<file path="config.mk">
export PLATFORM = sky130hd
export DESIGN_NAME = mrt_cell
export DESIGN_NICKNAME = d
export VERILOG_FILES = /design/src/hdl/mrt_pkg.sv /design/src/hdl/mrt_cell.sv
export SDC_FILE = /design/constraint.sdc
export NUM_CORES = 1
export LEC_CHECK = 0
export ABC_AREA = 1
export BUFFER_PORTS_ARGS = -buffer_cell sky130_fd_sc_hd__buf_2
export CORE_ASPECT_RATIO = 1.1
export CORE_MARGIN = 5
export CORE_UTILIZATION = 40
export CTS_CLUSTER_SIZE = 28
export DETAILED_ROUTE_END_ITERATION = 6
export PLACE_DENSITY_LB_ADDON = 0.08
export SYNTH_ARGS = -nofsm -noshare
export SYNTH_HDL_FRONTEND = slang
export SYNTH_SLANG_ARGS = --single-unit
</file>
<file path="constraint.sdc">
create_clock -name clk -period 7.55 [get_ports clk]
set_clock_uncertainty 0.05 [all_clocks]
set_input_delay 0.755 -clock clk [delete_from_list [all_inputs] [get_ports clk]]
set_output_delay 0.755 -clock clk [all_outputs]
set_load 0.03 [all_outputs]
</file>
<file path="src/hdl/mrt_pkg.sv">
// ----------------------------------------------------------------------------
// mrt_pkg: shared types and constants of the mesh route table
// Field widths, outcome codes and the request record that moves along the
// chain of table cells.
// ----------------------------------------------------------------------------
`default_nettype none

package mrt_pkg;

  localparam int ADDR_W      = 48;
  localparam int HOPS_W      = 8;
  localparam int ST_W        = 3;
  localparam int DEF_ENTRIES = 16;

  // Outcome codes reported with every result.
  localparam logic [ST_W-1:0] ST_LOOKUP   = 3'd0;
  localparam logic [ST_W-1:0] ST_ADDED    = 3'd1;
  localparam logic [ST_W-1:0] ST_IMPROVED = 3'd2;
  localparam logic [ST_W-1:0] ST_KEPT     = 3'd3;
  localparam logic [ST_W-1:0] ST_DROPPED  = 3'd4;

  // A request in flight, together with the partial result gathered so far.
  typedef struct packed {
    logic              action;   // 0 lookup, 1 update
    logic [ADDR_W-1:0] dest;
    logic [ADDR_W-1:0] via;
    logic [HOPS_W-1:0] offered;
    logic              done;     // some cell has already handled it
    logic              hit;
    logic [ADDR_W-1:0] next_hop;
    logic [HOPS_W-1:0] hops;
    logic [ST_W-1:0]   status;
  } req_t;

endpackage

`default_nettype wire

</file>
<file path="src/hdl/mrt_cell.sv">
// ----------------------------------------------------------------------------
// mrt_cell: one slot of the route table
// Holds one key, next hop and hop count, serves the passing request and
// registers it for the next cell.
// ----------------------------------------------------------------------------
`default_nettype none

module mrt_cell
  import mrt_pkg::*;
#(
  parameter int ENTRIES = DEF_ENTRIES,
  parameter int IDX     = 0
) (
  input  wire                             clk,
  input  wire                             rst,
  input  wire                             in_valid,
  input  wire req_t                       in_req,
  input  wire                             take,
  input  wire [$clog2(ENTRIES+1)-1:0]     count,
  output logic                            out_valid,
  output req_t                            out_req
);

  localparam int CNT_W = $clog2(ENTRIES + 1);

  logic [ADDR_W-1:0] key;
  logic [ADDR_W-1:0] hop_addr;
  logic [HOPS_W-1:0] hop_count;

  logic occupied;
  logic match;
  logic append;
  logic improve;
  req_t req_next;

  assign occupied = CNT_W'(IDX) < count;
  assign match    = !in_req.done && occupied && (key == in_req.dest);
  assign append   = !in_req.done && in_req.action && (count == CNT_W'(IDX));
  assign improve  = match && in_req.action && (in_req.offered < hop_count);

  always_comb begin
    req_next = in_req;
    if (match) begin
      req_next.done     = 1'b1;
      req_next.hit      = 1'b1;
      req_next.next_hop = improve ? in_req.via : hop_addr;
      req_next.hops     = improve ? in_req.offered : hop_count;
      if (!in_req.action) begin
        req_next.status = ST_LOOKUP;
      end else if (improve) begin
        req_next.status = ST_IMPROVED;
      end else begin
        req_next.status = ST_KEPT;
      end
    end else if (append) begin
      req_next.done     = 1'b1;
      req_next.next_hop = in_req.via;
      req_next.hops     = in_req.offered;
      req_next.status   = ST_ADDED;
    end
  end

  // Slot contents: written by an append or an improving update.
  always_ff @(posedge clk) begin
    if (in_valid && append) begin
      key       <= in_req.dest;
      hop_addr  <= in_req.via;
      hop_count <= in_req.offered;
    end else if (in_valid && improve) begin
      hop_addr  <= in_req.via;
      hop_count <= in_req.offered;
    end
  end

  always_ff @(posedge clk) begin
    if (rst) begin
      out_valid <= 1'b0;
    end else if (in_valid) begin
      out_valid <= 1'b1;
    end else if (take) begin
      out_valid <= 1'b0;
    end
  end

  always_ff @(posedge clk) begin
    if (in_valid) begin
      out_req <= req_next;
    end
  end

endmodule

`default_nettype wire

</file>
* Word level (Yosys, flattened, before mapping) *
Index checks and enable logic that the tools add are counted.
Widths: inputs -> output; s select.

cells by class
  magnitude comparators = 2
  equal/unequal tests = 1
  multiplexer cells = 12
  reduce and logical (&&, ||, !) cells = 13

operators by type and width
  operator            number
  $mux 48             3
  $mux 59             2
  $eq 48x48->1        1
  $mux 8              3
  $logic_and 1x1->1   8
  $lt 8x8->1          1
  $logic_not 5->1     1
  $lt 1x5->1 const A  1
  $reduce_bool 2->1   2
  $mux 1              3
  $mux 2              1
  $reduce_or 2->1     1
  $logic_not 1->1     1

word-level totals
  flip-flop bits (word level) = 271
  input bits = 175
  output and inout bits = 167
  logic and storage cells = 41

* Depth between registers and ports, before layout *
Gate-level depths: netlist (run 1).

  depth after elaboration = 8
  depth in mapped cells = 14
  gate-level depth less buffers = 13

* Least setup slack after synthesis (run 1) *
No wires, ideal clock.

  kind = in2reg
  start point = in in_req[68] (netlist name)
  end point = reg hop_addr[0] (enable)
  setup time = 0.488 ns
  arrival time = 4.579 ns
  data required time = 7.012 ns
  setup slack = 2.432 ns
  cell stages on the path = 7
  path buffers = 1
  path through = ha_1 a21oi_1 o21ai_0 a21oi_2 clkbuf_1 nand4_1 a21oi_1

between the ends
  longest elaborated chain between the ends = 4

RTL lines
  what                                line            text
  start: declaration                  mrt_cell.sv:17  input wire req_t in_req,
  $lt 8x8->1                          mrt_cell.sv:39  assign improve = match && in_req.action && (in_req.offered < hop_count);
  $logic_and 1x1->1                   mrt_cell.sv:39
  $logic_and 1x1->1                   mrt_cell.sv:69  end else if (in_valid && improve) begin
  $reduce_bool 2->1 (no source line)  -
  end signal: assignment              mrt_cell.sv:67  hop_addr <= in_req.via;
  end signal: assignment              mrt_cell.sv:70  hop_addr <= in_req.via;
  end: declaration                    mrt_cell.sv:27  logic [ADDR_W-1:0] hop_addr;

No other way between the ends.
A chain may end at the register's enable or synchronous reset.

==> run summary, run 1 <==
The run finished with clean final reports. Excluding fillers, the count of instances in the completed layout stands at 2,070. Highest metal layer used by the detailed router: met5.

Counting flops with an async set or reset pin after synthesis yields a share of 0%. Data on the critical path is required at its endpoint by 7.91 ns. Cell leakage power: 7.49 nW.

The average size of a mapped cell works out to 9.77 um2. Gates resized during post-CTS repair numbered 0. The tools report the fmax as 300 MHz. The tools report the via count of the first global-routing pass as 9,733. The die is 180 um wide.

The logs give 0 for the max-cap violation count and 3.69 ns for the data arrival time of the critical path. Global routing used 19.3% of the available tracks across all layers. The final period utilization works out to 44.1%.

Entering global routing, the biggest net connects 83 pins. Setup violations remaining at the end of the flow were counted as 0. The run gives 342 as the boundary pin count. The area added between synthesis and finish is 24.0%. Summing all flip-flop and latch instances after layout gives 0.00813 mm2. The tools report the H-tree depth reported by CTS as 1. Start-to-end type of the worst setup path: input port to flop. The transition time of the tightest slew-check pin came out at 0.826 ns. The tools report the cell chosen for the clock root as sky130_fd_sc_hd__clkbuf_16.

At the end of the flow, the number of nets in the layout was 1,811. The logs give 40.4% for the initial core utilization and 64.3% for the sequential-to-total area share from yosys stat. STA classifies the critical path startpoint as an input port. The run gives 0 as the max-slew violation count. The number of setup buffers added after CTS is 0. After synthesis the netlist holds a flip-flop and latch count of 271.

The worst slew margin relative to its limit is 44.9%. The peak supply drop is 0.190 mV, and the number of diodes added for antenna fixing is 0. The tools report the clock sink total as 271. The layout has 3,039 filler cells. The HPWL reported at the end of detailed placement was 24.9 mm. The ratio of total power to cell area is 235 mW/mm2, and the detail-routed net length per standard cell is 17.2 um. The net count after synthesis is 1,476, and the number of warnings issued by yosys is 0.

The first-pass GRT wire length is 54.9 mm, and the iteration-0 DRC count of the detailed router is 639. In this run, post-CTS hold repair placed 0 buffers. In this run, synthesis inferred 270 flip-flops with an integrated enable. The count of nets left with antenna violations once routing finished came out at 0. Most instantiated flip-flop cell in the synthesis netlist: sky130_fd_sc_hd__edfxtp_1. For this run the aggregate overflow at the end of global routing stands at 0. After synthesis, the netlist uses 30 different library cells. The die is 197 um tall. The detailed router placed 9,963 vias in this run. The run gives 0.55 ns as the insertion delay to the later sink of the worst-skew pair. In the layout the commonest cells are 421 x sky130_fd_sc_hd__nand2_1, 340 x sky130_fd_sc_hd__buf_2, 270 x sky130_fd_sc_hd__edfxtp_1.

Setup repair after global routing left no endpoint under its margin. In this run the worst path has a maximum fanout of 82. Clock-pin slew was measured on the worst setup and hold paths at 0.06 ns. For the routability congestion estimate from global placement, the log shows 0.896. Final hold violation count: 0. The number of antenna violations at the first check in global routing is 1.

The run gives 15.2 mm as the length of routed wiring on met1. The instance count after placement with tap cells included is 2,018. Using the TritonRoute via totals, the vias-per-cell ratio works out to 4.81. The count of unresolved DRC violations after routing is 0, and the area of combinational cells with multiple inputs is 0.00342 mm2. TritonCTS created 29 clock buffers. The post-route netlist has 24.8% of its cells at a drive strength greater than 1. The logs give 3 for the clock tree buffer depth and 0.0126 mm2 for the netlist area before placement. The placeable core region is 0.0313 mm2, and the gate count of the mapped netlist is 1,294. Summed over all failing endpoints, the final setup total negative slack is 0 ns. In this run the core area contains 68 standard-cell rows. The worst path needs 3.33 ns of the cycle, external delays included. The library cell used most frequently in the layout, excluding fill and tap cells, is sky130_fd_sc_hd__nand2_1. The met3 wire length is 2.24 mm, and the full die area is 0.0353 mm2. TritonCTS built the clock tree. STA classifies the critical path endpoint as a flop. The type of the tightest min-delay check was input port to flop. Summed over all layers, the routed wires come to 35.6 mm. The number of port buffers was 341; the detailed-routing iteration count for the pre-antenna-repair pass was 4. Wire segments on met2 add up to 17.6 mm in the final route.
## logic make-up after synthesis
logic type,count (synthesis),synth area share [%]
compound gates,66,2.65
xor+xnor,15,1.22
fa+ha+maj,7,0.692
buf+inv,268,8.96
flops,271,64.3
simple gates,667,22.2
## routing by layer
layer	up-vias	track usage (%)
li1	4905	-
met1	4687	24.9
met2	329	33.7
met3	40	4.15
met4	2	4.32
met5	-	0
## synthesized netlist by cell type, drive strengths merged (3+ instances only)
cell type	instances	area share, %
nor2	88	2.7
edfxtp	270	64
a21oi	7	0.31
ha	7	0.69
nand3	75	3.0
inv	218	6.5
o21ai	58	2.3
clkbuf	16	0.48
buf	33	2.0
nand4	75	3.7
nand2	421	12
xor2	3	0.21
xnor2	12	1.0
## report_power, final
| group | internal [W] | switching, W | total (W) |
|---|---|---|---|
| sequential | 0.00174 | 0.0000171 | 0.00176 |
| clock | 0.000907 | 0.000586 | 0.00149 |
| combinational | 0.000117 | 0.000313 | 0.000430 |
## stage by stage
stage / cell area [um2] / power [W] / hold WS (ns) / util, % / setup slack, ns
2_1_floorplan: 12600 / 0.00203 / 0.529 / - / 2.43
3_3_place_gp: 14700 / 0.00222 / 0.394 / 47.0 / 3.38
3_5_place_dp: 14700 / 0.00222 / 0.409 / 47.0 / 3.54
4_1_cts: 15700 / 0.00372 / 0.280 / 50.1 / 4.12
5_1_grt: 15700 / 0.00382 / 0.285 / 50.1 / 4.02
6_report: 15700 / 0.00368 / 0.309 / 50.1 / 4.22
## worst max-delay path, stage by stage
cell and delay, ns:
sky130_fd_sc_hd__buf_2 0.10, sky130_fd_sc_hd__nor2_1 0.12, sky130_fd_sc_hd__nand4_1 0.26, sky130_fd_sc_hd__nor3_1 0.35
sky130_fd_sc_hd__clkinv_2 0.48, sky130_fd_sc_hd__buf_4 0.54, sky130_fd_sc_hd__o21ai_0 0.64, sky130_fd_sc_hd__nand2_1 0.26
sky130_fd_sc_hd__nand2_1 0.12
## path summary, 6_finish.rpt
kind | startpoint | to | slack (ns) | depth (start not counted)
max | count[2] | out_req[57] | 4.22 | 9
min | rst | out_valid | 0.31 | 2
max reg2reg | hop_count[3] | hop_count[3] | 4.24 | 9
min reg2reg | out_valid | out_valid | 0.42 | 2
## registers in the layout, indices dropped and copies added, names as in the netlist
name	count
key	48
out_valid	1
hop_count	8
hop_addr	48
out_req	166
## area by class of cell
cell class / count / area share (%)
clock inverter: 17 / 1.52
clock buffer: 35 / 4.77
sequential: 271 / 51.8
multi-input combinational: 755 / 21.8
timing repair buffer: 353 / 11.5
tap: 420 / 3.35
inverter: 219 / 5.25
(Power assumes the default switching activity.)
==> run 2, diff against run 1 <==
Clock period 7.55 ns to 2.7 ns, I/O delays scaled along.
==> run 2 against run 1 <==
Against the previous run: power rose to 2.8 times the previous value; global-route usage rose by 1.1 points; routed wire length rose by 4.8%; final area rose by 8.1%; register-to-register slack got worse by 3.9 ns; via count rose by 4.3%; combinational power rose to 3.1 times the previous value; sequential power rose to 2.8 times the previous value; die area did not move; non-clock buffer count rose by 113; hold slack got worse by 0.27 ns; critical endpoint is now hop_addr[0]; highest routed layer unchanged.
==> run summary, run 2 (same netlist as run 1, synthesis figures left out) <==
In this run the tightest slew margin relative to its limit is 62.8%. Derived from the worst setup path, the maximum achievable clock frequency is 417 MHz. Among the stages of the critical path, the cell type that occurs most often is sky130_fd_sc_hd__nand2_1.

For the post-CTS setup-driven buffer insertion count, the log shows 0. The worst path uses 88.7% of the clock period. For this design, the CTS-stage hold fixing added 108 buffers. Clock tree synthesis inserted a total of 30 buffers. The first global-routing pass estimated 58.1 mm of wire. Before antenna repair, the detailed router went through 5 iterations. Detailed placement ended at an HPWL of 25.5 mm.

Dividing the detail-routed via count by the number of cells gives 4.75. In the final layout, the share of cells above drive strength 1 is 23.9%. The total detailed-routing wirelength came out at 37.3 mm. Walking the worst path, the cells encountered are dlygate4sd3_1 -> buf_2 -> nand2_1 -> nand2_1 -> nor4_1 -> nand2_1 -> nor2_1 -> nand4_1 -> a21oi_4 -> buf_4. Number of antenna violations at the first check in global routing: 4. VDD sags by at most 0.468 mV.

The initialized floorplan defines 68 standard-cell rows. Along the worst hold path, the cell count comes to 5. The clock transition at the registers of the reported paths came out at 0.06 ns. The tools report the via count of the routed design as 10,395. The type of the tightest min-delay check was input port to flop. From bottom edge to top edge, the die measures 197 um. The run gives 0 as the max-slew violation count.

The via count of the first global-routing pass came out at 10,638. The run finished with clean final reports. More flip-flops sit in one register than any other, and that register is out_req. After global routing the overflow that remains totals 0. The worst setup path is captured at a flop. The area added between synthesis and finish is 34.0%, and the detail-routed net length per standard cell is 17.0 um. For this run, the post-layout net count is 1,925. The clock passes through at most 3 buffers.

The total power consumption of the routed design was 0.0104 W. The count of unresolved DRC violations after routing was 0. The worst setup path is launched from an input port. The required time of the worst setup path is 2.88 ns, and the critical path depth is 10. 342 I/O pins were placed. The top cell family by delay on the critical path is simple AND/OR/NAND/NOR gates.

The clock sink total was 271; the minimum clock period was 2.40 ns. The transition time of the tightest slew-check pin is 0.558 ns, and the flip-flop count of the largest register after layout is 166. The largest registers in the layout are out_req x166, hop_addr x48, key x48. The root buffer cell chosen for the clock tree is sky130_fd_sc_hd__clkbuf_16.

On the worst path, the slowest cell contributes a delay of 0.54 ns. The start-to-end type of the worst setup path was input port to flop. The detail route stage leaves a number of antenna-violating nets equal to 0.

The ratio of total power to cell area is 615 mW/mm2. OpenSTA, run right after detailed placement, puts the worst setup slack at 0.288 ns. The share of the core filled with cells in the final layout came out at 54.2%. The combined buffer and inverter count along the critical path was 3. In this run, post-CTS repair resized a total of 0 instances. Setup repair after global routing left no endpoint under its margin. Counting cells, the worst reg-to-reg path comes to 9.

The initial utilization of the core area, before any placement, comes to 40.4%. The summed negative setup slack over all endpoints came out at 0 ns. Across all setup checks in the final design, the least slack found is 0.304 ns. Leading cell type in the layout, fill and taps excluded: sky130_fd_sc_hd__nand2_1. For this block, the initial DRC count from the detailed router was 702. For the worst-skew pair, the clock arrives at the later sink with an insertion delay of 0.56 ns. The final hold violation count is 0, and the number of port buffers is 341. Leaving out fill and tap cells, the most frequent cells in the layout are 421 x sky130_fd_sc_hd__nand2_1, 340 x sky130_fd_sc_hd__buf_2, 270 x sky130_fd_sc_hd__edfxtp_1. The H-tree depth reported by CTS is 1, and the worst-path maximum fanout is 18. At the worst endpoint, the arrival time is 2.58 ns.

Across every metal layer, demand over resource in global routing totals 20.4%. The cell leakage power is 8.02 nW. Routability-driven placement finished with a final weighted congestion of 0.856. Max-cap violations in this run came to 0. TritonCTS built the clock tree.

The setup-violating endpoint count in the final report was 0. The die covers 0.0353 mm2. The placeable core region was 0.0313 mm2; the die width was 180 um. The maximum number of pins on one net before global-route repair was 69.

The largest individual stage delay along the critical path comes from the cell sky130_fd_sc_hd__dlygate4sd3_1.
[run 2: cell types whose count changed in the layout (fill, tap and decap cells not counted), sizes merged]
cell / previous run / this run
dlygate4sd3: 0 / 108
clkbuf: 35 / 42
buf: 353 / 358
bufinv: 6 / 3
diode: 0 / 3
clkinv: 10 / 12
inv: 219 / 217
[run 2: per-stage QoR]
step	std cells	instance area [um2]	hold slack (ns)
2_1_floorplan	1294	12700	0.289
3_3_place_gp	2023	14900	0.378
3_5_place_dp	2023	14900	0.381
4_1_cts	2187	16900	0.0169
5_1_grt	2190	17000	0.0403
6_report	2190	17000	0.0379
[run 2: worst paths after layout]
kind | endpoint | slack, ns | from
worst max register to register | hop_addr[0] | 0.33 | key[43]
worst min-delay path | out_req[21] | 0.04 | in_req[21]
worst min register to register | out_req[17] | 0.57 | hop_addr[6]
worst max-delay path | hop_addr[0] | 0.30 | in_req[160]
[run 2: worst register-to-register path, cell delays in order (launching register included)]
cell and delay [ns]:
sky130_fd_sc_hd__edfxtp_1 0.35, sky130_fd_sc_hd__inv_1 0.04, sky130_fd_sc_hd__nand2_1 0.17, sky130_fd_sc_hd__nand2_1 0.07, sky130_fd_sc_hd__nor4_1 0.40, sky130_fd_sc_hd__nand2_1 0.09, sky130_fd_sc_hd__nor2_1 0.15, sky130_fd_sc_hd__nand4_1 0.18
sky130_fd_sc_hd__a21oi_4 0.24, sky130_fd_sc_hd__buf_4 0.30
[run 2: layout make-up]
class                      instances  area, um2
sequential                       271       8130
antenna                            3       7.51
inverter                         219        823
fill                            2823      14400
clock buffer                      42        857
tap                              420        526
timing repair buffer             466       3030
clock inverter                    14        156
multi-input combinational        755       3420
[run 2: power breakdown]
part           switching, W  internal, W
Clock               0.00168      0.00249
Sequential        0.0000480      0.00486
Combinational      0.000905     0.000439
Total               0.00263      0.00780
[run 2: metal layers]
layer | up-vias | part of all wire, % | track usage (%)
met4 | 2 | 3.7 | 7.87
met5 | - | 0.046 | 0
met3 | 86 | 6.6 | 4.26
met2 | 372 | 49 | 35.5
li1 | 5143 | - | -
met1 | 4792 | 41 | 25.2
==> run 3, diff against run 2 <==
Settings changed: CELL_PAD_IN_SITES_DETAIL_PLACEMENT from default to 0, CELL_PAD_IN_SITES_GLOBAL_PLACEMENT from default to 1, CORE_UTILIZATION 40 to 36, HOLD_SLACK_MARGIN from default to 0.12.
==> run 3 against run 2 <==
Against the previous run: sequential power about the same; power is 2.0% lower; sequential share of layout area down 1.5 points; largest power group unchanged; highest routed layer unchanged; hold slack improved by 0.20 ns; critical path depth down 1; first-iteration DRC count shrank 22%; non-clock buffer count grew 63; clock power decreased by 6.9%; critical path type unchanged; combinational power is 5% higher; setup slack lost 0.10 ns; final area is 3.2% higher.
==> run summary, run 3 (same netlist as run 1, synthesis figures left out) <==
The run finished with clean final reports. The logs give 10,390 for the via count of the first global-routing pass and 0 for the remaining global-route overflow. For this block, the via count after detailed routing is 10,604.

Post-detailed-route via-to-cell ratio: 4.66. The run gives 58.8 mm as the first-pass GRT wire length. Power spread over the standard cell area amounts to 584 mW/mm2. The top cell family by delay on the critical path was buffers and inverters. The slowest cell on the critical path was sky130_fd_sc_hd__dlygate4sd3_1. The tools report the max-cap violation count as 0. Setup repair after global routing left no endpoint under its margin. In the final routed layout, each cell accounts on average for 17.0 um. The hold-fix buffer count after cts is 167. The area added between synthesis and finish is 38.3%, and the number of cell rows is 72. For the met3 wire length, the log shows 2.08 mm. The final hold violation count was 0; the placeable core region was 0.0350 mm2. The logs give 2.71 ns for the data arrival time of the critical path and 550 for the iteration-0 DRC count of the detailed router. The worst register-to-register path has a setup slack of 0.28 ns.

The full die area came out at 0.0390 mm2. The delay contributed by the slowest stage of the critical path was 0.57 ns. The analysis attributes to cell leakage a power of 8.24 nW. The insertion delay to the later sink of the worst-skew pair was 0.57 ns.

For the finished layout, the period the worst path requires is 2.50 ns. Ranked by flip-flop count, first place goes to out_req. Transition time of the tightest slew-check pin: 0.810 ns.

The largest registers in the layout are out_req x166, hop_addr x48, key x48. The number of nets still failing antenna checks after routing was 0. Routed signal wires occupy layers up through met5. During I/O placement, the number of pins put on the boundary was 342.

Endpoint type of the worst setup path: a flop. The library cells used most frequently in the layout, excluding fill and tap cells, are 421 x sky130_fd_sc_hd__nand2_1, 340 x sky130_fd_sc_hd__buf_2, 270 x sky130_fd_sc_hd__edfxtp_1. The logs give 26.2 mm for the HPWL reported at the end of detailed placement and 106 for the maximum number of pins on one net before global-route repair. Wire segments on met2 add up to 19.2 mm in the final route.

The post-cts sizing count was 0. The final layout contains 1,989 nets. After detailed routing, the number of remaining DRC violations is 0. The library cell used most frequently in the layout, excluding fill and tap cells, is sky130_fd_sc_hd__nand2_1. The category of the worst setup path launch point was an input port. TritonCTS built the clock tree.

Counting tap cells, the placed design contains a total of 2,051 instances. In the final layout, the share of cells above drive strength 1 is 23.0%. The die is 189 um wide. The type of the tightest min-delay check was input port to flop. The combined buffer and inverter count along the critical path is 3. The register with the most flip-flops in the layout has 166 of them.

Number of diodes added for antenna fixing: 0. Of all nets on the critical path, the largest fanout is 27. For the required time of the worst setup path, the log shows 2.91 ns. The start-to-end type of the worst setup path was input port to flop.

At the end of routability-driven placement, the weighted congestion stood at 0.811. The clock transition at the registers of the reported paths is 0.06 ns, and the global-route usage over all layers is 19.1%. The post-CTS setup-driven buffer insertion count is 0, and the fmax is 400 MHz. For this block, the routed nets add up to 38.6 mm of wire. The max-slew violation count is 0, and the setup-violating endpoint count in the final report is 0. Cell chosen for the clock root: sky130_fd_sc_hd__clkbuf_16. After detailed routing, the wire length on met1 is 16.7 mm.

Final standard cell count with taps included and fillers excluded: 2,275. The H-tree depth reported by CTS came out at 1. The number of antenna violations at the first check in global routing is 1, and the clock sink total is 271.

Across the VDD grid, the largest voltage drop is 0.532 mV. The finished cells cover 0.0175 mm2. The run gives 36.2% as the initial core utilization.

The chip height is 207 um. For the worst slew margin relative to its limit, the log shows 46.0%. Traced cell by cell, the critical path runs through dlygate4sd3_1 -> buf_2 -> ha_1 -> a21oi_1 -> nand2_1 -> a21oi_4 -> nand4_1 -> a21oi_4 -> buf_12.

The run gives 0.0149 mm2 as the instance area after placement. The dominant cell type by count on the critical path was sky130_fd_sc_hd__a21oi_4. Buffers inserted during clock tree synthesis total 31. Counting along the longest clock path gives a buffer depth of 3. Input and output buffers added on the ports amount to 341. Dividing the final minimum period by the clock period gives 92.6%. For this run, the detailed router's first-pass iteration total came to 5.
[run 3: cell count changes in the layout (fill, tap and decap cells not counted), sizes merged]
cell,delta
buf,+4
bufinv,-2
clkbuf,-4
clkinv,+7
diode,-3
dlygate4sd3,+59
[run 3: final cells by class]
class / count / area (um2)
Timing Repair Buffer: 529 / 3640
Clock buffer: 38 / 802
Multi-Input combinational cell: 755 / 3420
Inverter: 219 / 823
Clock inverter: 19 / 120
Fill cell: 3261 / 17500
Sequential cell: 271 / 8130
Tap cell: 444 / 556
[run 3: worst paths after layout]
check	from	cells past startpoint	endpoint
max reg2reg	hop_count[3]	8	hop_addr[1]
max	in_req[64]	9	hop_addr[1]
min	in_valid	2	out_req[74]
min reg2reg	hop_addr[45]	4	out_req[56]
[run 3: where the power goes]
group | internal, W | switching [W] | leakage [nW]
Combinational | 0.000494 | 0.000916 | 5.22
Sequential | 0.00486 | 0.0000497 | 2.57
Clock | 0.00219 | 0.00170 | 0.453
Total | 0.00755 | 0.00267 | 8.24
[run 3: per-layer routing]
| layer | vias up | track usage [%] |
|---|---|---|
| met5 | - | 0 |
| met4 | 2 | 4.69 |
| met3 | 52 | 3.23 |
| met2 | 300 | 33.5 |
| met1 | 4977 | 24.8 |
| li1 | 5273 | - |
[run 3: worst reg2reg max path, stage by stage, from the launching register on]
cell and delay, ns:
sky130_fd_sc_hd__edfxtp_1 0.35, sky130_fd_sc_hd__inv_1 0.08, sky130_fd_sc_hd__ha_1 0.25, sky130_fd_sc_hd__a21oi_1 0.15, sky130_fd_sc_hd__nand2_1 0.13, sky130_fd_sc_hd__a21oi_4 0.30
sky130_fd_sc_hd__nand4_1 0.26, sky130_fd_sc_hd__a21oi_4 0.29, sky130_fd_sc_hd__buf_12 0.23
[run 3: per-stage QoR]
| step | utilization, % | TNS [ns] | total power [W] | hold WS [ns] | setup slack (ns) |
|---|---|---|---|---|---|
| 2_1_floorplan | - | -6.23 | 0.00568 | 0.289 | -0.111 |
| 3_3_place_gp | 42.6 | 0 | 0.00622 | 0.377 | 0.243 |
| 3_5_place_dp | 42.6 | 0 | 0.00623 | 0.382 | 0.244 |
| 4_1_cts | 50.1 | 0 | 0.0104 | 0.224 | 0.254 |
| 5_1_grt | 50.1 | 0 | 0.0106 | 0.241 | 0.108 |
| 6_report | 50.1 | 0 | 0.0102 | 0.234 | 0.201 |
